--- src/elf_section_layout_and_relocation_core_macros.svh ---
// Assertion macros shared by the section layout and relocation core.
// Included by every RTL file that carries concurrent assertions; no dependencies.
`ifndef ELF_SECTION_LAYOUT_AND_RELOCATION_CORE_MACROS_SVH
`define ELF_SECTION_LAYOUT_AND_RELOCATION_CORE_MACROS_SVH

// Property that must hold at every clock edge outside reset.
`define ESLR_ASSERT_ALWAYS(lbl, clk_i, rstn_i, prop, msg) \
	lbl: assert property (@(posedge clk_i) disable iff (!rstn_i) (prop)) else $error(msg);

// Same-cycle implication.
`define ESLR_ASSERT_IMPL(lbl, clk_i, rstn_i, ante, cons, msg) \
	lbl: assert property (@(posedge clk_i) disable iff (!rstn_i) (ante) |-> (cons)) else $error(msg);

// Next-cycle implication.
`define ESLR_ASSERT_NEXT(lbl, clk_i, rstn_i, ante, cons, msg) \
	lbl: assert property (@(posedge clk_i) disable iff (!rstn_i) (ante) |=> (cons)) else $error(msg);

`endif

--- src/eslr_pkg.sv ---
// Shared types, codes and helper functions of the section layout and relocation core.
// No dependencies; imported by every module of the block except eslr_ram.
package eslr_pkg;

	localparam int MAX_SECTIONS_DEF = 64;
	localparam int QUEUE_DEPTH_DEF  = 4;

	localparam logic [31:0] NOT_PLACED = 32'hFFFF_FFFF;

	localparam logic [15:0] SHN_UNDEF   = 16'h0000;
	localparam logic [15:0] SHN_RES_LO  = 16'hFF00;
	localparam logic [15:0] SHN_ABS     = 16'hFFF1;
	localparam logic [15:0] SHN_COMMON  = 16'hFFF2;

	localparam logic [31:0] R_NONE  = 32'd0;
	localparam logic [31:0] R_64    = 32'd1;
	localparam logic [31:0] R_PC32  = 32'd2;
	localparam logic [31:0] R_PLT32 = 32'd4;
	localparam logic [31:0] R_32    = 32'd10;
	localparam logic [31:0] R_32S   = 32'd11;

	localparam logic [1:0] KIND_NOBITS = 2'd1;

	// Register indexes on the configuration port
	localparam logic [1:0] REG_DEST_BASE   = 2'd0;
	localparam logic [1:0] REG_DEST_LEN    = 2'd1;
	localparam logic [1:0] REG_IMAGE_LIMIT = 2'd2;

	localparam logic [31:0] IMAGE_LIMIT_RST = 32'd16777216;

	typedef enum logic [1:0] {
		CMD_SECTION = 2'd0,
		CMD_END     = 2'd1,
		CMD_RELOC   = 2'd2
	} cmd_t;

	typedef enum logic [2:0] {
		ST_OK     = 3'd0,
		ST_FORMAT = 3'd1,
		ST_TOOBIG = 3'd2,
		ST_RELOC  = 3'd3,
		ST_RANGE  = 3'd4,
		ST_UNDEF  = 3'd5
	} status_t;

	// PLT32 is computed exactly like PC32
	typedef enum logic [2:0] {
		RT_NONE,
		RT_64,
		RT_PC32,
		RT_32,
		RT_32S,
		RT_UNK
	} rtype_t;

	typedef enum logic [2:0] {
		SYM_UNDEF,
		SYM_ABS,
		SYM_COMMON,
		SYM_BAD,
		SYM_SEC
	} sym_t;

	typedef struct packed {
		logic [63:0] dest_base;
		logic [31:0] dest_len;
		logic [31:0] image_limit;
	} cfg_t;

	// One entry of the front-to-back queue. done marks a finished result.
	typedef struct packed {
		logic        done;
		status_t     st;
		logic [31:0] placed;
		rtype_t      rt;
		logic [63:0] roff;
		logic [63:0] bo_t;
		logic [63:0] s_a;
		logic [63:0] s_b;
		logic [63:0] addend;
	} rec_t;

	function automatic rtype_t classify_type(input logic [31:0] t);
		rtype_t r;
		case (t)
			R_NONE:          r = RT_NONE;
			R_64:            r = RT_64;
			R_PC32, R_PLT32: r = RT_PC32;
			R_32:            r = RT_32;
			R_32S:           r = RT_32S;
			default:         r = RT_UNK;
		endcase
		return r;
	endfunction

	function automatic logic [3:0] site_width(input rtype_t r);
		logic [3:0] w;
		case (r)
			RT_NONE:                 w = 4'd0;
			RT_PC32, RT_32, RT_32S:  w = 4'd4;
			default:                 w = 4'd8;
		endcase
		return w;
	endfunction

	// True when a 64-bit value read as signed fits in 32 signed bits
	function automatic logic fits_s32(input logic [63:0] v);
		return (&v[63:31]) || (~|v[63:31]);
	endfunction

endpackage

--- src/eslr_queue.sv ---
// Short queue of classified items between the front and back parts.
// Uses eslr_pkg for the entry type.
`include "elf_section_layout_and_relocation_core_macros.svh"
module eslr_queue #(
	parameter int DEPTH = eslr_pkg::QUEUE_DEPTH_DEF
) (
	input  logic           clk,
	input  logic           arst_n,
	input  logic           push,
	input  eslr_pkg::rec_t din,
	output logic           full,
	input  logic           pop,
	output eslr_pkg::rec_t dout,
	output logic           empty
);
	import eslr_pkg::*;

	localparam int PW = (DEPTH > 1) ? $clog2(DEPTH) : 1;
	localparam int CW = $clog2(DEPTH + 1);
	localparam logic [PW-1:0] PTR_LAST = PW'(DEPTH - 1);
	localparam logic [CW-1:0] CNT_FULL = CW'(DEPTH);

	rec_t          mem_q [DEPTH];
	logic [PW-1:0] wptr_q;
	logic [PW-1:0] rptr_q;
	logic [CW-1:0] cnt_q;

	assign full  = (cnt_q == CNT_FULL);
	assign empty = (cnt_q == '0);
	assign dout  = mem_q[rptr_q];

	always_ff @(posedge clk) begin
		if (push) begin
			mem_q[wptr_q] <= din;
		end
	end

	always_ff @(posedge clk or negedge arst_n) begin
		if (!arst_n) begin
			wptr_q <= '0;
			rptr_q <= '0;
			cnt_q  <= '0;
		end else begin
			if (push) begin
				wptr_q <= (wptr_q == PTR_LAST) ? '0 : wptr_q + PW'(1);
			end
			if (pop) begin
				rptr_q <= (rptr_q == PTR_LAST) ? '0 : rptr_q + PW'(1);
			end
			if (push && !pop) begin
				cnt_q <= cnt_q + CW'(1);
			end else if (pop && !push) begin
				cnt_q <= cnt_q - CW'(1);
			end
		end
	end

	`ESLR_ASSERT_IMPL(a_no_overflow, clk, arst_n, push, !full, "push into full queue")
	`ESLR_ASSERT_IMPL(a_no_underflow, clk, arst_n, pop, !empty, "pop from empty queue")
	`ESLR_ASSERT_NEXT(a_cnt_inc, clk, arst_n, push && !pop, cnt_q == $past(cnt_q) + CW'(1),
		"queue count did not advance on push")

endmodule

--- config.mk ---
export PLATFORM = sky130hd
export DESIGN_NAME = eslr_queue
export DESIGN_NICKNAME = d
export VERILOG_FILES = /design/src/eslr_pkg.sv /design/src/eslr_queue.sv
export VERILOG_INCLUDE_DIRS = /design/src /design/src/src
export SDC_FILE = /design/constraint.sdc
export NUM_CORES = 1
export LEC_CHECK = 0
export BUFFER_PORTS_ARGS = -buffer_cell sky130_fd_sc_hd__buf_4
export CAP_MARGIN = 20
export CORE_ASPECT_RATIO = 1.1
export CORE_MARGIN = 8
export CORE_UTILIZATION = 59
export CTS_BUF_LIST = sky130_fd_sc_hd__clkbuf_4
export DETAILED_ROUTE_END_ITERATION = 8
export GPL_TIMING_DRIVEN = 1
export PLACE_DENSITY = 0.82
export REMOVE_ABC_BUFFERS = 1
export SLEW_MARGIN = 10
export SYNTH_ARGS = -nofsm -noshare
export SYNTH_HDL_FRONTEND = slang
export SYNTH_SLANG_ARGS = --single-unit
--- constraint.sdc ---
create_clock -name clk -period 12.2 [get_ports clk]
set_input_delay 0.61 -clock clk [delete_from_list [all_inputs] [get_ports clk]]
set_output_delay 0.61 -clock clk [all_outputs]
set_load 0.01 [all_outputs]
After elaboration in Yosys (flattened, before gate mapping)
Memory sizes are Yosys's and may differ from the RTL's. Cells that the tools add are included.

Add/subtract/negate cells: 4. Equality and inequality tests: 3. Mux-type cells: 6. Reduce and logical (&&, ||, !) cells: 6.

Operator list (count): 3-bit 2-to-1 mux (2); 2-bit by 1-bit adder with 2-bit output (second input constant) (2); 2-bit equality test (second input constant) (2); 2-bit 2-to-1 mux (2); 3-bit by 1-bit adder with 3-bit output (second input constant) (1); 3-bit equality test (second input constant) (1); 3-bit logical NOT (1); 3-bit by 1-bit subtractor with 3-bit output (second input constant) (1); 1-bit logical AND (2); 1-bit logical NOT (2); 1-bit 2-to-1 mux (2); 2-bit nonzero test (1).

Register bits after elaboration: 7. RAM bits: 1436. Input bits: 363. Output and inout port bits: 361. Logic and storage cells: 23. Memories: 1.

Memory list: mem_q (depth 4, bits a word 359, rd ports 1, clocked after memory_dff 0, write ports 1, RTL line eslr_queue.sv:23) `rec_t mem_q [DEPTH];`.

Logic depth before layout (Yosys ltp)
Gate-level depths: netlist of run 1.

Depth after elaboration: 4. Gate-level depth with buffers: 7.

Worst setup path before layout of run 1
OpenSTA, ideal clock, no wires.

Path kind: register to register. Start: register wptr_q[0]. End: memory mem_q[2][0] in the netlist's numbering (enable). Setup time: 766 ps. Data arrival time: 8731 ps. Data required time: 11434 ps. Path slack: 2703 ps. Stages on the path, launching flop included: 4. Path buffers: 0. Period minus slack after synthesis: 9497 ps. Cells stage by stage: dfrtp_1 > inv_1 > ha_1 > and2_1.

RTL lines: start, declared (RTL line eslr_queue.sv:24) `logic [PW-1:0] wptr_q;`; start signal, assigned (RTL line eslr_queue.sv:45) `wptr_q <= (wptr_q == PTR_LAST) ? '0 : wptr_q + PW'(1);`; end, declared (RTL line eslr_queue.sv:23).

No word-level cell before the write port.

==> qor.csv, run 1 <==
stage;metric;value;unit
layout;Fillers;4254;
synth;Primary FF master, synth;edfxtp_1;
critical_path;CP Capture Type;primary output;
route;final WL;143000;µm
route;TritonRoute pass-1 iters;5;
timing;Max Fclk;192.9;MHz
route;initial DRC count;2798;
placed_design;Detailed Place HPWL;76050;µm
layout;final core utilization;0.7604;
floorplan;Starting Density;0.5943;
power_and_ir_drop;pwr/cell area;233.8;nW/µm²
floorplan;Row Count;114;
timing;worst-margin pin slew;1283;ps
placed_design;Port-buffer cells;723;
critical_path;Worst Path Arrival;4570;ps
run;max capacitance violation total;0;
critical_path;critical path type;reg -> out;
floorplan;I/O pin cnt;724;
global_route;vias in the first global route;31240;
synth;Synth Area in Adders;0.001821;
synth;Commonest cells post-synth;edfxtp_1 (1436), mux4_2 (359), buf_2 (40);
clock_network;Clock Latency Late Sink;1150;ps
synth;post-synth top area cell;edfxtp_1;
clock_network;Clock Path Buffers;4;
power_and_ir_drop;leakage power;0.02337;µW
route;Detail Route Antenna Nets;0;
critical_path;Required @ worst endpoint;11590;ps
global_route;GRT Overall Usage;0.2854;
global_route;grt ovf;0;
floorplan;Die ar.;98290;µm²
route;routed len/inst;30.28;µm
route;DRC viols;0;
layout;Sequential Area;43300;µm²
critical_path;Worst Setup Start Kind;register;
route;Via Count;28190;
synth;Synth Area in Compound Gates;0.0001917;
timing;slew margin rel.;0.1447;
global_route;initial antenna violation count;19;
critical_path;CP Max Fanout;120;
timing;min cycle time layout;5185;ps
layout;Final nets;3666;
clock_network;clk root buf;clkbuf_4;
critical_path;Top cell by count, worst path;buf_4;
critical_path;worst-case reg-to-reg path depth;6;
synth;post-synthesis sequential area ratio;0.8292;
critical_path;reg-to-reg critical path endpoint;mem_q[1][106];
layout;area grow syn2layout;27.96;%
placed_design;gp weighted congestion;0.8253;
clock_network;CTS tree;done;
timing;setup violators final;0;
critical_path;worst reg2reg setup slack;7650;ps
synth;mux cell area share after synthesis;0.1555;
synth;xor/xnor cell area share of the yosys netlist;0.0005032;
clock_network;CTS sink count;1443;
floorplan;core box area;87860;µm²
status;outcome;finished clean;
synth;synth top area cells;edfxtp_1 (83%), mux4_2 (15%), buf_6 (0.71%);
critical_path;critical path's slowest cell;dfrtp_4;
clock_network;H-tree levels;5;
synth;combinational family with the most area after synthesis;multiplexers;
synth;Post-Synth Simple-Gate Area;0.001078;
clock_network;post-CTS setup buffers;0;
global_route;first-pass GRT wire length;204900;µm
synth;fraction of registers with async set/reset;0.004851;
critical_path;CP Launch Point;rptr_q[0];
timing;Clock Skew;118.2;ps
clock_network;clk slew on worst S/H paths;70;ps
timing;final period utilization;0.4250;
clock_network;Num CTS Buffers;351;
critical_path;worst r2r src;wptr_q[1];
synth;Post-synth EDFFs;1436;
critical_path;Setup crit end;dout[132];
min_path;Hold Path Class;in -> reg;
timing;Fin. Hold Viols;0;
layout;layout cells sized above 1;0.4640;
synth;Synth Register Bits;1443;
power_and_ir_drop;total chip power;15620;µW
synth;Syn Std Cell Area;52220;µm²
layout;Non-Filler Instances;4721;
synth;Yosys top cell area share;0.8258;
floorplan;die height;328.0;µm
layout;multi-input combinational cell area;8317;µm²
floorplan;Die Wd;299.7;µm
placed_design;dpl cells;3739;
synth;syn_area_per_cell;27.31;µm²
critical_path;Max stage delay on crit path;990;ps
timing;RSZ-0062 raised after global routing;false;
synth;most common cell in the netlist;edfxtp_1;
route;Avg Vias per Cell;5.970;
synth;Yosys cell types;18;
power_and_ir_drop;Peak VDD IR;194.8;µV
critical_path;crit-path cells;buf_12, buf_4, buf_16, mux4_2, buf_4;
synth;cell count after synthesis;1912;
timing;Slew Limit Fails;0;
global_route;largest net degree at the start of global routing;164;
synth;synth warn;0;
==> layout make-up <==
| type | count | area share |
|---|---|---|
| sequential | 1443 | 0.6481 |
| timing repair buffer | 1111 | 0.1398 |
| inverter | 4 | 0.0002247 |
| clock inverter | 99 | 0.008951 |
| multi-input combinational | 385 | 0.1245 |
| clock buffer | 497 | 0.05584 |
| antenna | 22 | 0.0008240 |
| tap | 1160 | 0.02172 |
==> worst min-delay path by stage <==
stage               startpoint       endpoint  slack [ps]  depth (start not counted)
floorplan               arst_n       cnt_q[0]         310                          0
global placement        arst_n       cnt_q[2]         430                          1
CTS                   din[188]  mem_q[2][188]          20                          2
detailed placement      arst_n       cnt_q[2]         430                          1
global route          din[184]  mem_q[1][184]          80                          2
finish                din[184]  mem_q[3][184]         170                          2
==> cell families (layout without fill, tap and decap cells) <==
logic type | count (synthesis) | in the layout
muxes | 362 | 362
other | 0 | 22
DFF | 1443 | 1443
and+or+nand+nor | 11 | 11
buffers and inverters | 84 | 1711
AOI/OAI and AO/OA | 2 | 2
adders and majority gates | 7 | 7
xor gates and xnor gates | 3 | 3
==> sequential cells by signal, summed over array words and instances (netlist names) <==
name	flops
wptr_q	2
cnt_q	3
mem_q	1436
rptr_q	2
==> stage by stage <==
| step | TNS (ps) | hold WS (ps) | area, µm² | setup WS, ps |
|---|---|---|---|---|
| 2_1_floorplan | -1101780 | 314.4 | 51620 | -3054 |
| 3_3_place_gp | 0 | 426.0 | 58770 | 7714 |
| 3_5_place_dp | 0 | 430.9 | 58770 | 7684 |
| 4_1_cts | 0 | 21.60 | 66730 | 6519 |
| 5_1_grt | 0 | 76.41 | 66800 | 6607 |
| 6_report | 0 | 173.8 | 66820 | 7015 |
==> per-layer routing <==
layer / share of wire / global-route usage / up-vias
met1: 0.31 / 0.3076 / 14360
met2: 0.54 / 0.5082 / 2042
li1: - / - / 11350
met4: 0.058 / 0.1567 / 8
met5: 0.00038 / 0 / -
met3: 0.093 / 0.07828 / 428
==> worst max-delay path, delay by kind of cell (launching register included) <==
family | cells | cell delay (ps)
buffers and inverters | 4 | 1610
DFF | 1 | 990
muxes | 1 | 600
==> report_power, final <==
| group | internal [µW] | switching [µW] |
|---|---|---|
| Clock | 2020 | 1980 |
| Sequential | 6360 | 330 |
| Combinational | 2340 | 2590 |
| Total | 10700 | 4900 |
==> cell usage in the layout (no fill, tap or decap) <==
cell type and n:
o21ai_0 2, nor3b_1 1, clkinv_4 3, dfrtp_4 2, fa_1 1, clkinvlp_4 3, edfxtp_1 1436, clkinv_2 13
buf_12 6, nor3_1 1, xor2_1 2, xnor2_1 1, dfrtp_1 5, buf_16 1, and2_4 4, mux2_2 3
ha_1 6, nor2_1 3, clkinv_1 70, clkbuf_4 497, nand2_1 2, mux4_2 359, inv_1 4, inv_2 3
dlygate4sd3_1 363, bufinv_16 7, diode_2 22, buf_4 741
==> what timing repair did <==
item	4_1_cts	5_1_grt
hold endpoints to repair	1450	0
hold buffers	363	0
resized for setup	0	0
No activity file was read; power rests on OpenSTA's default activity.
==> inputs of run 2 (changes only) <==
CORE_UTILIZATION = 54   (was 59)
PLACE_DENSITY = 0.79   (was 0.82)
clock period = 4.4 ns   (was 12.2 ns; I/O delays follow)
==> qor.csv, run 2 (synthesized netlist as in run 1, its figures left out) <==
stage;metric;value;unit;change
clock_network;PostCTS Resize Cnt;0;;unchanged
clock_network;H-tree levels;5;;unchanged
route;initial DRC count;3037;;was 2798
layout;leading registers by flop count;mem_q: 1436 flops, cnt_q: 3 flops;;unchanged
status;outcome;finished clean;;unchanged
floorplan;core box area;95740;µm²;was 87860 µm²
floorplan;die height;342.1;µm;was 328.0 µm
clock_network;clk root buf;clkbuf_4;;unchanged
critical_path;worst r2r src;wptr_q[1];;unchanged
route;Avg Vias per Cell;5.795;;was 5.970
clock_network;Clock Latency Late Sink;1230;ps;was 1150 ps
layout;Non-Filler Instances;5221;;was 4721
layout;most common cell after layout, fill and taps aside;edfxtp_1;;unchanged
timing;Fin Hold WS;285.7;ps;was 173.8 ps
clock_network;CTS sink count;1443;;unchanged
layout;area grow syn2layout;35.89;%;was 27.96%
timing;final period utilization;0.8588;;
critical_path;CP Max Fanout;62;;was 120
critical_path;crit-path cells;buf_16, buf_12, mux4_2, buf_4;;was buf_12, buf_4, buf_16, mux4_2, buf_4
timing;Fin. Hold Viols;0;;unchanged
timing;Clock Skew;122.2;ps;was 118.2 ps
timing;min cycle time layout;3779;ps;
floorplan;Die ar.;106900;µm²;was 98290 µm²
placed_design;dpl cells;3896;;was 3739
critical_path;Worst Path Arrival;3560;ps;was 4570 ps
route;DRC viols;0;;unchanged
route;final WL;156600;µm;was 143000 µm
route;Via Count;30260;;was 28190
floorplan;Die Wd;312.5;µm;was 299.7 µm
floorplan;I/O pin cnt;724;;unchanged
timing;setup violators final;0;;unchanged
timing;Max Fclk;264.6;MHz;
clock_network;Num CTS Buffers;355;;was 351
power_and_ir_drop;leakage power;0.02507;µW;was 0.02337 µW
route;Detail Route Antenna Nets;0;;unchanged
critical_path;critical path depth;4;;was 5
route;routed len/inst;29.99;µm;was 30.28 µm
critical_path;Worst Setup Start Kind;register;;unchanged
layout;max FFs per register;1436;;unchanged
layout;most frequent cells in the layout;edfxtp_1 (1436), buf_4 (766), dlygate4sd3_1 (725);;was edfxtp_1 (1436), buf_4 (741), clkbuf_4 (497)
critical_path;reg-to-reg critical path endpoint;mem_q[1][180];;was mem_q[1][106]
critical_path;worst-case reg-to-reg path depth;4;;was 6
timing;worst-margin pin slew;1164;ps;was 1283 ps
critical_path;Max stage delay on crit path;720;ps;was 990 ps
power_and_ir_drop;NetSw;14120;µW;was 4897 µW
layout;Final nets;4079;;was 3666
placed_design;gp weighted congestion;0.8127;;was 0.8253
floorplan;Row Count;119;;was 114
power_and_ir_drop;Seq pwr share;0.421;;was 0.428
timing;slew margin rel.;0.2237;;was 0.1447
power_and_ir_drop;Peak VDD IR;494.3;µV;was 194.8 µV
power_and_ir_drop;power share of the combinational group;0.333;;was 0.316
global_route;GRT Overall Usage;0.2848;;was 0.2854
floorplan;Starting Density;0.5454;;was 0.5943
power_and_ir_drop;sw frac;0.3216;;was 0.3135
global_route;first-pass GRT wire length;223600;µm;was 204900 µm
critical_path;Top delay family on crit path;buffers and inverters;;unchanged
layout;Fillers;4778;;was 4254
critical_path;Required @ worst endpoint;4180;ps;was 11590 ps
critical_path;worst reg2reg setup slack;1970;ps;was 7650 ps
global_route;initial antenna violation count;18;;was 19
timing;RSZ-0062 raised after global routing;false;;unchanged
clock_network;clk slew on worst S/H paths;90;ps;was 70 ps
clock_network;CTS tree;done;;unchanged
global_route;vias in the first global route;33550;;was 31240
critical_path;CP Launch Point;rptr_q[0];;unchanged
timing;TNS Setup;0;ps;unchanged
critical_path;Setup crit end;dout[24];;was dout[132]
placed_design;Port-buffer cells;723;;unchanged
layout;layout cells sized above 1;0.4247;;was 0.4640
power_and_ir_drop;pwr/cell area;618.9;nW/µm²;was 233.8 nW/µm²
critical_path;critical path type;reg -> out;;unchanged
global_route;grt ovf;0;;unchanged
power_and_ir_drop;clock share of power;0.246;;was 0.256
global_route;largest net degree at the start of global routing;110;;was 164
critical_path;critical path's slowest cell;dfrtp_4;;unchanged
run;max capacitance violation total;0;;unchanged
timing;Slew Limit Fails;0;;unchanged
critical_path;Buf+Inv Stages, Crit Path;3;;was 4
critical_path;CP Capture Type;primary output;;unchanged
route;TritonRoute pass-1 iters;5;;unchanged
power_and_ir_drop;total chip power;43920;µW;was 15620 µW
layout;Most flops, register;mem_q;;unchanged
placed_design;Detailed Place HPWL;79570;µm;was 76050 µm
clock_network;Clock Path Buffers;4;;unchanged
power_and_ir_drop;Int Pwr;29790;µW;was 10720 µW
min_path;Hold Path Class;in -> reg;;unchanged
[run 2: cell type report]
| class | instances | area [µm²] | share of cell area |
|---|---|---|---|
| clock inverter | 93 | 434.2 | 0.006119 |
| antenna | 19 | 47.55 | 0.0006701 |
| timing repair buffer | 1520 | 13600 | 0.1916 |
| tap | 1270 | 1589 | 0.02239 |
| sequential | 1443 | 43300 | 0.6103 |
| multi-input combinational | 385 | 8317 | 0.1172 |
| clock buffer | 487 | 3656 | 0.05152 |
| inverter | 4 | 15.01 | 0.0002116 |
[run 2: worst min-delay path by stage]
| stage | from | endpoint | slack (ps) | depth (start not counted) |
|---|---|---|---|---|
| floorplan | arst_n | cnt_q[0] | -80 | 0 |
| global placement | arst_n | cnt_q[2] | 30 | 1 |
| detailed placement | arst_n | cnt_q[2] | 40 | 1 |
| CTS | push | mem_q[0][274] | 130 | 3 |
| global route | push | mem_q[0][327] | 170 | 3 |
| finish | push | mem_q[0][274] | 290 | 3 |
[run 2: per-stage QoR]
stage | util | instance area (µm²) | worst slack [ps]
global placement | 0.6219 | 59540 | 1605
floorplan | - | 51620 | -10680
global route | 0.7411 | 70950 | 372.7
finish | 0.7412 | 70960 | 621.2
detailed placement | 0.6219 | 59540 | 1592
CTS | 0.7404 | 70880 | 236.4
[run 2: routing by layer]
layer | track usage | routed length (µm)
met5 | 0 | 23
met4 | 0.1704 | 9820
met3 | 0.07815 | 13610
met2 | 0.5039 | 83950
met1 | 0.3038 | 49190
[run 2: repair_timing]
item                                   4_1_cts  5_1_grt
endpoints found under the hold margin     1684        0
hold buffers                               725        0
buffers inserted                             0        0
[run 2: worst reg2reg max path, stage by stage (launching register included)]
cell and delay, ps:
dfrtp_1 400, inv_1 110, ha_1 160, and2_4 800
buf_4 580
[run 2: power groups by stage]
| stage | sequential, µW | combinational [µW] | clock, µW |
|---|---|---|---|
| final | 18500 | 14600 | 10800 |
| after floorplan | 19500 | 4990 | 0 |
| after CTS | 18400 | 14200 | 10400 |
| after global placement | 18500 | 13400 | 0 |
| after detailed placement | 18700 | 13600 | 0 |
| after global routing | 18600 | 15100 | 11600 |
