===== config.mk =====
export PLATFORM = sky130hd
export DESIGN_NAME = eslr_back
export DESIGN_NICKNAME = d
export VERILOG_FILES = /design/src/eslr_pkg.sv /design/src/eslr_back.sv
export VERILOG_INCLUDE_DIRS = /design/src /design/src/src
export SDC_FILE = /design/constraint.sdc
export NUM_CORES = 1
export LEC_CHECK = 0
export BUFFER_PORTS_ARGS = -buffer_cell sky130_fd_sc_hd__buf_4
export CAP_MARGIN = 20
export CORE_ASPECT_RATIO = 1.25
export CORE_UTILIZATION = 45
export CTS_CLUSTER_SIZE = 25
export DETAILED_ROUTE_END_ITERATION = 6
export PLACE_DENSITY = 0.66
export SLEW_MARGIN = 20
export SYNTH_ARGS = -nofsm -noshare
export SYNTH_HDL_FRONTEND = slang
export SYNTH_SLANG_ARGS = --single-unit

===== constraint.sdc =====
create_clock -name clk -period 33.2 [get_ports clk]
set_input_delay 1.66 -clock clk [delete_from_list [all_inputs] [get_ports clk]]
set_output_delay 1.66 -clock clk [all_outputs]
set_load 0.05 [all_outputs]

===== src/elf_section_layout_and_relocation_core_macros.svh =====
// Assertion macros shared by the section layout and relocation core.
// Included by every RTL file that carries concurrent assertions; no dependencies.
`ifndef ELF_SECTION_LAYOUT_AND_RELOCATION_CORE_MACROS_SVH
`define ELF_SECTION_LAYOUT_AND_RELOCATION_CORE_MACROS_SVH

// Property that must hold at every clock edge outside reset.
`define ESLR_ASSERT_ALWAYS(lbl, clk_i, rstn_i, prop, msg) \
	lbl: assert property (@(posedge clk_i) disable iff (!rstn_i) (prop)) else $error(msg);

// Same-cycle implication.
`define ESLR_ASSERT_IMPL(lbl, clk_i, rstn_i, ante, cons, msg) \
	lbl: assert property (@(posedge clk_i) disable iff (!rstn_i) (ante) |-> (cons)) else $error(msg);

// Next-cycle implication.
`define ESLR_ASSERT_NEXT(lbl, clk_i, rstn_i, ante, cons, msg) \
	lbl: assert property (@(posedge clk_i) disable iff (!rstn_i) (ante) |=> (cons)) else $error(msg);

`endif


===== src/eslr_pkg.sv =====
// Shared types, codes and helper functions of the section layout and relocation core.
// No dependencies; imported by every module of the block except eslr_ram.
package eslr_pkg;

	localparam int MAX_SECTIONS_DEF = 64;
	localparam int QUEUE_DEPTH_DEF  = 4;

	localparam logic [31:0] NOT_PLACED = 32'hFFFF_FFFF;

	localparam logic [15:0] SHN_UNDEF   = 16'h0000;
	localparam logic [15:0] SHN_RES_LO  = 16'hFF00;
	localparam logic [15:0] SHN_ABS     = 16'hFFF1;
	localparam logic [15:0] SHN_COMMON  = 16'hFFF2;

	localparam logic [31:0] R_NONE  = 32'd0;
	localparam logic [31:0] R_64    = 32'd1;
	localparam logic [31:0] R_PC32  = 32'd2;
	localparam logic [31:0] R_PLT32 = 32'd4;
	localparam logic [31:0] R_32    = 32'd10;
	localparam logic [31:0] R_32S   = 32'd11;

	localparam logic [1:0] KIND_NOBITS = 2'd1;

	// Register indexes on the configuration port
	localparam logic [1:0] REG_DEST_BASE   = 2'd0;
	localparam logic [1:0] REG_DEST_LEN    = 2'd1;
	localparam logic [1:0] REG_IMAGE_LIMIT = 2'd2;

	localparam logic [31:0] IMAGE_LIMIT_RST = 32'd16777216;

	typedef enum logic [1:0] {
		CMD_SECTION = 2'd0,
		CMD_END     = 2'd1,
		CMD_RELOC   = 2'd2
	} cmd_t;

	typedef enum logic [2:0] {
		ST_OK     = 3'd0,
		ST_FORMAT = 3'd1,
		ST_TOOBIG = 3'd2,
		ST_RELOC  = 3'd3,
		ST_RANGE  = 3'd4,
		ST_UNDEF  = 3'd5
	} status_t;

	// PLT32 is computed exactly like PC32
	typedef enum logic [2:0] {
		RT_NONE,
		RT_64,
		RT_PC32,
		RT_32,
		RT_32S,
		RT_UNK
	} rtype_t;

	typedef enum logic [2:0] {
		SYM_UNDEF,
		SYM_ABS,
		SYM_COMMON,
		SYM_BAD,
		SYM_SEC
	} sym_t;

	typedef struct packed {
		logic [63:0] dest_base;
		logic [31:0] dest_len;
		logic [31:0] image_limit;
	} cfg_t;

	// One entry of the front-to-back queue. done marks a finished result.
	typedef struct packed {
		logic        done;
		status_t     st;
		logic [31:0] placed;
		rtype_t      rt;
		logic [63:0] roff;
		logic [63:0] bo_t;
		logic [63:0] s_a;
		logic [63:0] s_b;
		logic [63:0] addend;
	} rec_t;

	function automatic rtype_t classify_type(input logic [31:0] t);
		rtype_t r;
		case (t)
			R_NONE:          r = RT_NONE;
			R_64:            r = RT_64;
			R_PC32, R_PLT32: r = RT_PC32;
			R_32:            r = RT_32;
			R_32S:           r = RT_32S;
			default:         r = RT_UNK;
		endcase
		return r;
	endfunction

	function automatic logic [3:0] site_width(input rtype_t r);
		logic [3:0] w;
		case (r)
			RT_NONE:                 w = 4'd0;
			RT_PC32, RT_32, RT_32S:  w = 4'd4;
			default:                 w = 4'd8;
		endcase
		return w;
	endfunction

	// True when a 64-bit value read as signed fits in 32 signed bits
	function automatic logic fits_s32(input logic [63:0] v);
		return (&v[63:31]) || (~|v[63:31]);
	endfunction

endpackage


===== src/eslr_back.sv =====
// Back part: resolves symbol and site addresses, computes relocation values
// and range checks, and holds the result beat. Uses eslr_pkg.
`include "elf_section_layout_and_relocation_core_macros.svh"
module eslr_back (
	input  logic           clk,
	input  logic           arst_n,
	input  logic           q_empty,
	input  eslr_pkg::rec_t q_dout,
	output logic           pop,
	output logic           out_valid,
	input  logic           out_stall,
	output logic [2:0]     status,
	output logic [31:0]    placed_offset,
	output logic [63:0]    patch_addr,
	output logic [63:0]    patch_data,
	output logic [3:0]     patch_bytes
);
	import eslr_pkg::*;

	logic rdy1;
	logic rdy2;
	logic rdy3;

	// stage 1: site address P and symbol value S
	logic        v_s1;
	logic        done_s1;
	status_t     st_s1;
	logic [31:0] placed_s1;
	rtype_t      rt_s1;
	logic [63:0] p_s1;
	logic [63:0] s_s1;
	logic [63:0] add_s1;

	// stage 2: S + A and its range flags
	logic        v_s2;
	logic        done_s2;
	status_t     st_s2;
	logic [31:0] placed_s2;
	rtype_t      rt_s2;
	logic [63:0] p_s2;
	logic [63:0] val_s2;
	logic        u32_ok_s2;
	logic        s32_ok_s2;

	logic [63:0] sum;

	// stage 3: result beat
	logic        v_s3;
	status_t     st_s3;
	logic [31:0] placed_s3;
	logic [63:0] addr_s3;
	logic [63:0] data_s3;
	logic [3:0]  bytes_s3;

	logic [63:0] pcrel;
	status_t     r_st;
	logic [63:0] r_addr;
	logic [63:0] r_data;
	logic [3:0]  r_bytes;

	assign rdy3 = !v_s3 || !out_stall;
	assign rdy2 = !v_s2 || rdy3;
	assign rdy1 = !v_s1 || rdy2;
	assign pop  = !q_empty && rdy1;

	assign sum = s_s1 + add_s1;

	always_comb begin
		pcrel   = val_s2 - p_s2;
		r_st    = ST_OK;
		r_addr  = 64'd0;
		r_data  = 64'd0;
		r_bytes = 4'd0;
		if (done_s2) begin
			r_st = st_s2;
		end else begin
			case (rt_s2)
				RT_NONE: begin
					r_addr = p_s2;
				end
				RT_64: begin
					r_addr  = p_s2;
					r_data  = val_s2;
					r_bytes = 4'd8;
				end
				RT_PC32: begin
					if (fits_s32(pcrel)) begin
						r_addr  = p_s2;
						r_data  = {32'd0, pcrel[31:0]};
						r_bytes = 4'd4;
					end else begin
						r_st = ST_RANGE;
					end
				end
				RT_32: begin
					if (u32_ok_s2) begin
						r_addr  = p_s2;
						r_data  = val_s2;
						r_bytes = 4'd4;
					end else begin
						r_st = ST_RANGE;
					end
				end
				RT_32S: begin
					if (s32_ok_s2) begin
						r_addr  = p_s2;
						r_data  = {32'd0, val_s2[31:0]};
						r_bytes = 4'd4;
					end else begin
						r_st = ST_RANGE;
					end
				end
				default: begin
					r_st = ST_RELOC;
				end
			endcase
		end
	end

	always_ff @(posedge clk or negedge arst_n) begin
		if (!arst_n) begin
			v_s1 <= 1'b0;
			v_s2 <= 1'b0;
			v_s3 <= 1'b0;
		end else begin
			if (rdy1) begin
				v_s1 <= pop;
			end
			if (rdy2) begin
				v_s2 <= v_s1;
			end
			if (rdy3) begin
				v_s3 <= v_s2;
			end
		end
	end

	always_ff @(posedge clk) begin
		if (pop) begin
			done_s1   <= q_dout.done;
			st_s1     <= q_dout.st;
			placed_s1 <= q_dout.placed;
			rt_s1     <= q_dout.rt;
			p_s1      <= q_dout.bo_t + q_dout.roff;
			s_s1      <= q_dout.s_a + q_dout.s_b;
			add_s1    <= q_dout.addend;
		end
		if (rdy2 && v_s1) begin
			done_s2   <= done_s1;
			st_s2     <= st_s1;
			placed_s2 <= placed_s1;
			rt_s2     <= rt_s1;
			p_s2      <= p_s1;
			val_s2    <= sum;
			u32_ok_s2 <= (sum[63:32] == 32'd0);
			s32_ok_s2 <= fits_s32(sum);
		end
		if (rdy3 && v_s2) begin
			st_s3     <= r_st;
			placed_s3 <= done_s2 ? placed_s2 : 32'd0;
			addr_s3   <= r_addr;
			data_s3   <= r_data;
			bytes_s3  <= r_bytes;
		end
	end

	assign out_valid     = v_s3;
	assign status        = st_s3;
	assign placed_offset = placed_s3;
	assign patch_addr    = addr_s3;
	assign patch_data    = data_s3;
	assign patch_bytes   = bytes_s3;

	`ESLR_ASSERT_IMPL(a_err_clean, clk, arst_n, v_s3 && st_s3 != ST_OK,
		addr_s3 == 64'd0 && data_s3 == 64'd0 && bytes_s3 == 4'd0, "error beat carries a patch")
	`ESLR_ASSERT_IMPL(a_bytes_legal, clk, arst_n, v_s3,
		bytes_s3 == 4'd0 || bytes_s3 == 4'd4 || bytes_s3 == 4'd8, "illegal patch width")
	`ESLR_ASSERT_IMPL(a_narrow_data, clk, arst_n, v_s3 && bytes_s3 == 4'd4,
		data_s3[63:32] == 32'd0, "4-byte patch with upper data bits set")
	`ESLR_ASSERT_IMPL(a_pop_legal, clk, arst_n, pop, !q_empty, "back popped an empty queue")

endmodule


Yosys cells after proc, flatten, opt, wreduce, memory -nomap -nowiden
Index checks and enable logic that the tools add are counted.

Bits in registers: 570. Latch bits: 0. Memory bits (writable): 0. ROM bits: 0. Input bits: 363. Output and inout bits: 169. Memories: 0.

Add/subtract/negate cells: 4. Multipliers: 0. Divide/modulo/power cells: 0. Magnitude comparators: 0. Equal/unequal tests: 4. Shift operators: 0. Multiplexer cells: 17. Bitwise gates (word level): 0. Reductions and logical operators: 22.

Operators with widths (count): $pmux 64 s4 (2); $mux 64 (4); $add 64x64->64 (3); $reduce_and 33->1 (2); $reduce_or 33->1 (2); $mux 32 (2); $sub 64x64->64 (1); $logic_not 32->1 (1); $mux 3 (7); $pmux 4 s4 (1); $pmux 3 s4 (1); $logic_not 1->1 (7); $eq 3x2->1 const B (2); $logic_or 1x1->1 (5); $eq 3x1->1 const B (1); $eq 3x3->1 const B (1); $logic_and 1x1->1 (3); $logic_not 3->1 (1); $reduce_or 2->1 (1).

Logic depth before layout (Yosys ltp)
Gate-level depths: netlist of the first run.

Depth after elaboration: 7. Gate-level depth with buffers: 18. Gate-level depth less buffers: 17.

Worst setup path before layout of the first run
OpenSTA, ideal clock, no wires.

Path type: input to output. From: input out_stall. To: output pop. Arrival: 14.165 ns. Slack: 17.375 ns. Stages: 1. Cell sequence: a41oi_1.

Cells in the longest elaborated chain, start to end: 5.

RTL lines: start: declaration (line eslr_back.sv:11) `input logic out_stall,`; $logic_not 1->1 (line eslr_back.sv:61) `assign rdy3 = !v_s3 || !out_stall;`; $logic_or 1x1->1 (line eslr_back.sv:61); $logic_or 1x1->1 (line eslr_back.sv:62) `assign rdy2 = !v_s2 || rdy3;`; $logic_or 1x1->1 (line eslr_back.sv:63) `assign rdy1 = !v_s1 || rdy2;`; $logic_and 1x1->1 (line eslr_back.sv:64) `assign pop = !q_empty && rdy1;`; end: declaration (line eslr_back.sv:9) `output logic pop,`.

No other way between the ends.

Worst setup path in the final report of the first run
From: register p_s2[36]. To: register data_s3[30], in the netlist patch_data[30], data pin.

Cells in the longest elaborated chain, start to end: 6.

RTL lines: start: declaration (line eslr_back.sv:40) `logic [63:0] p_s2;`; start signal: assignment (line eslr_back.sv:153) `p_s2 <= p_s1;`; $sub 64x64->64 (*) (line eslr_back.sv:69) `pcrel = val_s2 - p_s2;`; $reduce_or 33->1 (line eslr_pkg.sv:108) `return (&v[63:31]) || (~|v[63:31]);`; $logic_not 1->1 (line eslr_pkg.sv:108); $logic_or 1x1->1 (*) (line eslr_pkg.sv:108); $mux 32 (*) (line eslr_back.sv:87) `if (fits_s32(pcrel)) begin`; $pmux 64 s4 (*) (line eslr_back.sv:77) `case (rt_s2)`; end signal: assignment (line eslr_back.sv:162) `data_s3 <= r_data;`; end: declaration (line eslr_back.sv:52) `logic [63:0] data_s3;`.

Every way passes the cells marked *; elsewhere a longest branch is shown, timed or not. A chain may end at the register's enable or synchronous reset.

==> impl_results.rst, run 1 <==
.. list-table::
   :header-rows: 1

   * - Metric
     - Value
   * - Post-layout instance count excluding filler cells
     - 4652
   * - Clock slew at reported path FFs
     - roughly 0.060 ns
   * - Number of global-route vias before repair
     - around 25000
   * - Number of antenna violations at the first check in global routing
     - 7
   * - Number of cells upsized or downsized after cts
     - 0
   * - Failing checks
     - design-rule violations
   * - Die Area
     - roughly 77000 um^2
   * - Area of the mapped netlist
     - about 34000 um^2
   * - Capturing element type of the critical path
     - flip-flop
   * - Final worst hold slack
     - about 0.4 ns
   * - Transition at the pin with the smallest max-transition slack
     - 1.04 ns
   * - Avg Vias per Cell
     - roughly 5.7
   * - Distinct cell type count of the synthesized netlist
     - 103
   * - Number of buffers added by the clock tree synthesis step
     - 56
   * - TritonCTS clock tree
     - yes
   * - Share of the clock period used by the worst path
     - 0.165
   * - FP Rows
     - about 110
   * - Utilization after layout
     - 0.546
   * - Antenna-violating nets left
     - 0
   * - Total GRT Usage
     - 0.251
   * - FFs w/ async S/R, synth
     - 0.00528
   * - Leading register cell type out of synthesis
     - sky130_fd_sc_hd__edfxtp_1
   * - Total number of vias
     - ~26000
   * - Level count of the clock H-tree
     - 2
   * - Ys Warns
     - 0
   * - Clk Tree Root Cell
     - sky130_fd_sc_hd__clkbuf_16
   * - Area of the core region
     - ~75000 um^2
   * - DRC violation count after routing
     - 31
   * - Rel. slew slack
     - 0.295
   * - RSZ-0062 raised after global routing
     - no
   * - First-pass GRT wire length
     - 147 mm
   * - 1st-iter DRT viols
     - between 1500 and 2000
   * - Share of Yosys cell area claimed by the top area cell type
     - 0.499
   * - Maximum number of pins on one net before global-route repair
     - 80
   * - Sequence of cells on the critical path
     - inv_1 > ha_1 > a21oi_1 > o21ai_0 > a221oi_1 > nor3_1 > a311oi_1 > o21a_1 > o21ai_0 > xor2_1 > nor3b_1 > or4b_1 > o31ai_4 > and2_1 > buf_4 > a32o_1
   * - Delay of the slowest cell on the worst path
     - ~0.66 ns
   * - Height of the chip
     - 309 um
   * - Detail Placement HPWL
     - about 80 mm
   * - Seq cells post-synth
     - about 570
   * - Setup clock skew after layout
     - between 0.04 and 0.05 ns
   * - Width of the chip
     - 248 um
   * - Top post-synthesis cells by count
     - sky130_fd_sc_hd__edfxtp_1 (565), sky130_fd_sc_hd__a21oi_1 (268), sky130_fd_sc_hd__ha_1 (252), sky130_fd_sc_hd__nand2_1 (235), sky130_fd_sc_hd__nor2_1 (235)
   * - Result of the run
     - complete, but fails checks
   * - Final setup margin
     - 27.71 ns
   * - Wirelength, routed
     - between 90 and 100 mm
   * - Number of slew-limit violations in the final report
     - 0
   * - Max Fanout on Critical Path
     - 31
   * - Total power density per cell area
     - slightly below 60 nW/um^2
   * - Fin nets
     - approximately 4300
   * - FMAX
     - between 0.15 and 0.2 GHz
   * - Class of the tightest hold or removal check
     - flip-flop to flip-flop
   * - Initial Utilization
     - 0.455
   * - Number of flops mapped to enable cells by yosys
     - between 500 and 600
   * - Final total negative setup slack
     - 0 ns
   * - Most numerous cell in the Yosys netlist
     - sky130_fd_sc_hd__edfxtp_1
   * - Cell type of the slowest stage on the worst timing path
     - sky130_fd_sc_hd__a221oi_1
   * - GR Overflow Total
     - 0
   * - Hold Fails Final Rpt
     - 0
   * - Fraction of final layout cells sized beyond drive strength 1
     - 0.188
   * - Final GP Congestion
     - 0.971
   * - Max Buffers Root-to-Sink
     - 3
   * - Max-Cap Viols
     - 0
   * - Clock latency reported for the late side of the worst-skew pair
     - between 0.6 and 0.7 ns
   * - # Post-CTS Setup Buffers
     - 0
   * - Clock Sink Count
     - between 500 and 600
   * - Setup slack at placement
     - ~27 ns
   * - Final setup fails
     - 0
   * - Placed cell count
     - between 4000 and 5000
   * - Final worst path period need
     - roughly 5.5 ns
   * - Cell accounting for the most synthesized area
     - sky130_fd_sc_hd__edfxtp_1
   * - Leakage power of the design
     - around 17 nW
   * - Top cells by area, synth
     - sky130_fd_sc_hd__edfxtp_1 (50%), sky130_fd_sc_hd__ha_1 (9.3%), sky130_fd_sc_hd__a21oi_1 (3.9%)
   * - Proportion of synthesized chip area in sequential cells
     - 0.502
   * - Maximum VDD drop
     - 0.0000415 V
   * - Most used cell along the critical path
     - sky130_fd_sc_hd__o21ai_0
   * - Crit start category
     - flip-flop
   * - Synthesized area per cell
     - 10.9 um^2
   * - Average wire per cell in the routed design
     - around 21 um
   * - Required time reported for the critical path endpoint
     - roughly 34 ns
   * - First drt pass iteration count
     - 7
   * - IO buf count
     - 529
   * - Gate count of the mapped netlist
     - ~3100
   * - CP arrival
     - roughly 6.0 ns
   * - Area Overhead vs Synth
     - 20.0%
   * - Hold_buf cts
     - 0
   * - Number of ports placed on the die boundary
     - roughly 530
   * - Worst setup path category
     - flip-flop to flip-flop
## layout by cell type, fill, tap and decap left out, drive strengths merged, types with 30 or more instances in the layout
cell / Yosys / final
edfxtp: 565 / 565
a21o: 176 / 176
nor2: 235 / 235
xnor2: 140 / 140
nand3: 55 / 55
o21ai: 141 / 141
nand2: 235 / 235
nand2b: 42 / 42
and2: 86 / 86
nand4: 60 / 60
a21oi: 271 / 271
o21bai: 39 / 39
a31oi: 30 / 30
buf: 20 / 550
inv: 155 / 156
xor2: 69 / 69
nor3: 52 / 52
clkbuf: 87 / 67
a211oi: 33 / 33
o21a: 38 / 38
and3: 32 / 32
ha: 252 / 252
## cells by family (layout without fill, tap and decap cells)
logic type | after synthesis | after routing | synth area share
xor gates and xnor gates | 209 | 209 | 0.0539
buffers and inverters | 262 | 810 | 0.0303
AOI/OAI and AO/OA | 932 | 932 | 0.185
muxes | 9 | 9 | 0.00280
and+or+nand+nor | 894 | 894 | 0.131
DFF | 568 | 568 | 0.502
other | 1 | 5 | 0.000110
adders and majority gates | 256 | 256 | 0.0952
## path summary, 6_finish.rpt
kind / slack, ns / depth (start not counted) / to / start
setup reg to reg: 27.71 / 16 / patch_data[30] / p_s2[36]
hold reg to reg: 0.40 / 0 / placed_s2[17] / placed_s1[17]
min in group asynchronous: 0.82 / 1 / v_s2 / arst_n
setup / recovery: 27.71 / 16 / patch_data[30] / p_s2[36]
max in group asynchronous: 32.29 / 1 / out_valid / arst_n
hold / removal: 0.40 / 0 / placed_s2[17] / placed_s1[17]
## through the flow
step | power (W) | instance area (um^2)
global route | 0.00254 | 40800
global placement | 0.00179 | 38900
detailed placement | 0.00180 | 38900
CTS | 0.00243 | 40700
finish | 0.00242 | 40800
floorplan | 0.00156 | 34000
## power by group
group	leakage, nW	switching (W)	internal, W	total, W
combinational	10.6	0.000525	0.000308	0.000833
sequential	5.55	0.0000509	0.000910	0.000961
clock	0.871	0.000276	0.000347	0.000623
## area by class of cell
cell class / count / area (um^2)
fill: 6623 / 33900
sequential: 568 / 17000
multi-input combinational: 2302 / 16000
timing repair buffer: 550 / 4160
clock buffer: 67 / 1460
tap: 969 / 1210
inverter: 155 / 582
clock inverter: 38 / 339
antenna: 3 / 7.51
## metal layers
metal,vias up,wire length (um),GRT usage
li1,12800,-,-
met1,12500,40700,0.322
met2,864,47800,0.428
met3,152,6380,0.0378
met4,8,3420,0.0885
met5,-,50,0
## worst max-delay path, delay by kind of cell, from the launching register on
kind / cells / cell delay (ns)
and+or+nand+nor: 4 / 1.01
adders and majority gates: 1 / 0.46
buffers and inverters: 2 / 0.42
AOI/OAI and AO/OA: 8 / 2.77
xor gates and xnor gates: 1 / 0.22
DFF: 1 / 0.43
## sequential cells by signal, indices dropped and copies added (netlist names), 2 cells and up
| register | cells |
|---|---|
| patch_bytes | 2 |
| p_s1 | 64 |
| val_s2 | 64 |
| st_s1 | 3 |
| add_s1 | 64 |
| placed_s1 | 32 |
| st_s2 | 3 |
| rt_s1 | 3 |
| placed_offset | 32 |
| s_s1 | 64 |
| patch_addr | 64 |
| placed_s2 | 32 |
| rt_s2 | 3 |
| patch_data | 64 |
| status | 3 |
| p_s2 | 64 |
Power figures use the tool's default switching activity.
==> run 2: changes to the inputs <==
--- a/config.mk
+++ b/config.mk
@@ -12,7 +12,7 @@
 export CORE_UTILIZATION = 45
 export CTS_CLUSTER_SIZE = 25
 export DETAILED_ROUTE_END_ITERATION = 6
-export PLACE_DENSITY = 0.66
+export PLACE_DENSITY = 0.68
 export SLEW_MARGIN = 20
 export SYNTH_ARGS = -nofsm -noshare
 export SYNTH_HDL_FRONTEND = slang
==> constraint.sdc (replaced) <==
create_clock -name clk -period 4.4 [get_ports clk]
set_input_delay 0.22 -clock clk [delete_from_list [all_inputs] [get_ports clk]]
set_output_delay 0.22 -clock clk [all_outputs]
set_load 0.05 [all_outputs]
==> run 2 against run 1 <==
  * The run ends with design-rule violations, negative setup slack left
  * Clock power grew to 7.8 times the previous value
  * Sequential power grew to 7.5 times the previous value
  * First-iteration DRC count grew 17%
  * Global-route usage grew 2.1 points
  * Fmax grew 21%
  * Register-to-register slack lost 28 ns
  * Total power grew to 8.5 times the previous value
  * Largest power group is now combinational logic
==> impl_results.rst, run 2 (synthesis gave the netlist of run 1 again) <==
.. list-table::
   :header-rows: 1

   * - Metric
     - Value
   * - Width of the chip
     - 248 um (unchanged)
   * - Clock slew at reported path FFs
     - 0.07 ns (was 0.06 ns)
   * - Fill cell instance count of the final layout
     - 5981 (was 6623)
   * - Number of ports placed on the die boundary
     - 532 (unchanged)
   * - FMAX
     - 0.220 GHz (was 0.182 GHz)
   * - Wirelength, routed
     - 108 mm (was 98.4 mm)
   * - Rel. slew slack
     - 0.344 (was 0.295)
   * - Maximum number of pins on one net before global-route repair
     - 91 (was 80)
   * - CP arrival
     - 5.05 ns (was 5.95 ns)
   * - Leakage power of the design
     - 19.9 nW (was 17.1 nW)
   * - Final standard cell area without fillers
     - 46900 um^2 (was 40800 um^2)
   * - Total power density per cell area
     - 437 nW/um^2 (was 59.2 nW/um^2)
   * - Detail Route met3 WL
     - 6.50 mm (was 6.38 mm)
   * - Setup clock skew after layout
     - 0.0459 ns (was 0.0404 ns)
   * - Power, Total
     - 0.0205 W (was 0.00242 W)
   * - Max Fanout on Critical Path
     - 8 (was 31)
   * - IO buf count
     - 529 (unchanged)
   * - Delay of the slowest cell on the worst path
     - 0.52 ns (was 0.66 ns)
   * - Met2 wire length
     - 52.5 mm (was 47.8 mm)
   * - Level count of the clock H-tree
     - 2 (unchanged)
   * - 1st-iter DRT viols
     - 2032 (was 1744)
   * - Worst setup path category
     - flip-flop to flip-flop (unchanged)
   * - Transition at the pin with the smallest max-transition slack
     - 0.981 ns (was 1.04 ns)
   * - Final total negative setup slack
     - -5.97 ns (was 0 ns)
   * - Final setup fails
     - 93 (was 0)
   * - Crit start category
     - flip-flop (unchanged)
   * - Avg Vias per Cell
     - 5.54 (was 5.67)
   * - Fin nets
     - 4791 (was 4252)
   * - Switching fraction of total power
     - 0.355 (was 0.352)
   * - Share of the clock period used by the worst path
     - 1.03 (was 0.165)
   * - Commonest non-fill, non-tap cell in the layout
     - sky130_fd_sc_hd__buf_4 (was sky130_fd_sc_hd__edfxtp_1)
   * - Top layer used by detailed routing
     - met4 (was met5)
   * - Height of the chip
     - 309 um (unchanged)
   * - Standard cell area after detailed placement
     - 41800 um^2 (was 38900 um^2)
   * - Class of the tightest hold or removal check
     - input pin to flip-flop (was flip-flop to flip-flop)
   * - Area of the core region
     - 74700 um^2 (unchanged)
   * - Top library cells by usage in the layout, fill and taps aside
     - sky130_fd_sc_hd__buf_4 (937), sky130_fd_sc_hd__edfxtp_1 (565), sky130_fd_sc_hd__a21oi_1 (255) (was sky130_fd_sc_hd__edfxtp_1 (565), sky130_fd_sc_hd__buf_4 (548), sky130_fd_sc_hd__a21oi_1 (266))
   * - Final worst path period need
     - 4.55 ns (was 5.49 ns)
   * - P_int
     - 0.0132 W (was 0.00156 W)
   * - Die Area
     - 76600 um^2 (unchanged)
   * - Clock latency reported for the late side of the worst-skew pair
     - 0.68 ns (was 0.63 ns)
   * - First drt pass iteration count
     - 7 (unchanged)
   * - TritonCTS clock tree
     - yes (unchanged)
   * - Average wire per cell in the routed design
     - 20.9 um (was 21.1 um)
   * - First-pass GRT wire length
     - 159 mm (was 147 mm)
   * - Clock Power Share
     - 0.238 (was 0.258)
   * - Initial Utilization
     - 0.455 (unchanged)
   * - Max-Cap Viols
     - 0 (unchanged)
   * - Number of antenna violations at the first check in global routing
     - 8 (was 7)
   * - Number of global-route vias before repair
     - 28300 (was 25500)
   * - Total GRT Usage
     - 0.272 (was 0.251)
   * - Sequential fraction of design power
     - 0.352 (was 0.398)
   * - Maximum VDD drop
     - 0.000303 V (was 0.0000415 V)
   * - Total number of vias
     - 28700 (was 26400)
   * - Final setup margin
     - -0.149 ns (was 27.71 ns)
   * - FP Rows
     - 112 (unchanged)
   * - Number of buffers added by the clock tree synthesis step
     - 56 (unchanged)
   * - Failing checks
     - design-rule violations, negative setup slack (was design-rule violations)
   * - Psw
     - 0.00727 W (was 0.000852 W)
   * - Max Buffers Root-to-Sink
     - 3 (unchanged)
   * - Hold Fails Final Rpt
     - 0 (unchanged)
   * - Cell type of the slowest stage on the worst timing path
     - sky130_fd_sc_hd__or4b_4 (was sky130_fd_sc_hd__a221oi_1)
   * - Number of slew-limit violations in the final report
     - 0 (unchanged)
   * - Utilization after layout
     - 0.628 (was 0.546)
   * - RSZ-0062 raised after global routing
     - yes (was no)
   * - Most used cell along the critical path
     - sky130_fd_sc_hd__buf_6 (was sky130_fd_sc_hd__o21ai_0)
   * - DRC violation count after routing
     - 25 (was 31)
   * - Antenna-violating nets left
     - 0 (unchanged)
   * - Required time reported for the critical path endpoint
     - 4.90 ns (was 33.65 ns)
   * - Setup slack at placement
     - -0.352 ns (was 27.15 ns)
   * - Clk Tree Root Cell
     - sky130_fd_sc_hd__clkbuf_16 (unchanged)
   * - Combinational share of power
     - 0.410 (was 0.345)
   * - Clock Sink Count
     - 568 (unchanged)
   * - DRT met1 WL
     - 44.6 mm (was 40.7 mm)
   * - Final GP Congestion
     - 0.970 (was 0.971)
   * - Result of the run
     - complete, but fails checks (unchanged)
   * - Capturing element type of the critical path
     - flip-flop (unchanged)
   * - GR Overflow Total
     - 0 (unchanged)
   * - Area Overhead vs Synth
     - 38.0% (was 20.0%)
   * - Fraction of final layout cells sized beyond drive strength 1
     - 0.308 (was 0.188)
   * - Detail Placement HPWL
     - 83.4 mm (was 78.7 mm)
   * - Sequence of cells on the critical path
     - ha_4 > a21o_1 > a221oi_2 > o21ai_4 > a21o_4 > o211a_4 > o211ai_1 > o21ai_1 > xor2_1 > nor3b_2 > or4b_4 > o31ai_4 > buf_6 > buf_6 > a21oi_4 > buf_12 > clkbuf_16 > nor2_4 (was inv_1 > ha_1 > a21oi_1 > o21ai_0 > a221oi_1 > nor3_1 > a311oi_1 > o21a_1 > o21ai_0 > xor2_1 > nor3b_1 > or4b_1 > o31ai_4 > and2_1 > buf_4 > a32o_1)
==> run 2: cell types whose count changed in the layout (fill, tap and decap cells not counted), moves of 7 or more <==
| cell | previous run | this run |
|---|---|---|
| sky130_fd_sc_hd__nor2_4 | 0 | 61 |
| sky130_fd_sc_hd__o21ai_0 | 128 | 115 |
| sky130_fd_sc_hd__buf_12 | 1 | 10 |
| sky130_fd_sc_hd__a21oi_1 | 266 | 255 |
| sky130_fd_sc_hd__a21oi_2 | 2 | 11 |
| sky130_fd_sc_hd__dlygate4sd3_1 | 0 | 117 |
| sky130_fd_sc_hd__ha_4 | 0 | 19 |
| sky130_fd_sc_hd__buf_6 | 0 | 13 |
| sky130_fd_sc_hd__buf_4 | 548 | 937 |
| sky130_fd_sc_hd__nor2_1 | 234 | 170 |
| sky130_fd_sc_hd__clkinv_2 | 14 | 7 |
| sky130_fd_sc_hd__ha_1 | 252 | 227 |
| sky130_fd_sc_hd__nor4_1 | 19 | 10 |
| sky130_fd_sc_hd__inv_6 | 1 | 8 |
==> run 2: timing repair <==
item,CTS,global route
endpoints found under the setup margin,100,102
buffers inserted,17,31
cloned,4,8
resized for setup,82,233
pin swaps,11,129
endpoints found under the hold margin,122,0
hold buffers,117,0
==> run 2: path summary, 6_finish.rpt <==
check,startpoint,endpoint,slack (ns),depth (start not counted)
worst max-delay path,val_s2[6],patch_addr[34],-0.15,18
worst min-delay path,q_dout[258],p_s1[2],0.03,3
worst max register to register,val_s2[6],patch_addr[34],-0.15,18
worst min register to register,placed_s1[11],placed_s2[11],0.41,0
max in group asynchronous,arst_n,out_valid,3.77,3
min in group asynchronous,arst_n,v_s2,0.46,3
==> run 2: cell type report <==
| class | count | area (um^2) | area share |
|---|---|---|---|
| clock buffers | 65 | 1440 | 0.0306 |
| multi-input cells | 2302 | 17300 | 0.370 |
| diodes | 5 | 12.5 | 0.000267 |
| repair buffers | 1089 | 8850 | 0.189 |
| well taps | 969 | 1210 | 0.0259 |
| flip-flops and latches | 568 | 17000 | 0.363 |
| inverters | 155 | 582 | 0.0124 |
| clock inverters | 34 | 407 | 0.00867 |
==> run 2: routing by layer <==
metal	up-vias	global-route usage
met2	957	0.463
met3	230	0.0346
li1	13900	-
met4	0	0.113
met5	-	0
met1	13700	0.347
==> run 2: worst max-delay path, delay by kind of cell, from the launching register on <==
family | cells | cell delay, ns
AOI/OAI and AO/OA | 9 | 1.94
and+or+nand+nor | 3 | 0.79
buffers and inverters | 4 | 0.64
DFF | 1 | 0.50
adders and majority gates | 1 | 0.28
xor gates and xnor gates | 1 | 0.22
==> run 2: per-stage QoR <==
stage               std cells  hold WS [ns]
floorplan                3132       -0.0756
global placement         4907        0.0139
detailed placement       4907        0.0150
CTS                      5144       0.00695
global route             5187        0.0304
finish                   5187        0.0273
==> run 2: power groups by stage <==
| stage | Combinational (W) | Clock, W | Sequential [W] |
|---|---|---|---|
| after floorplan | 0.00390 | 0 | 0.00772 |
| after global placement | 0.00747 | 0 | 0.00726 |
| after detailed placement | 0.00745 | 0 | 0.00729 |
| after CTS | 0.00783 | 0.00495 | 0.00719 |
| after global routing | 0.00904 | 0.00513 | 0.00726 |
| final | 0.00840 | 0.00487 | 0.00720 |
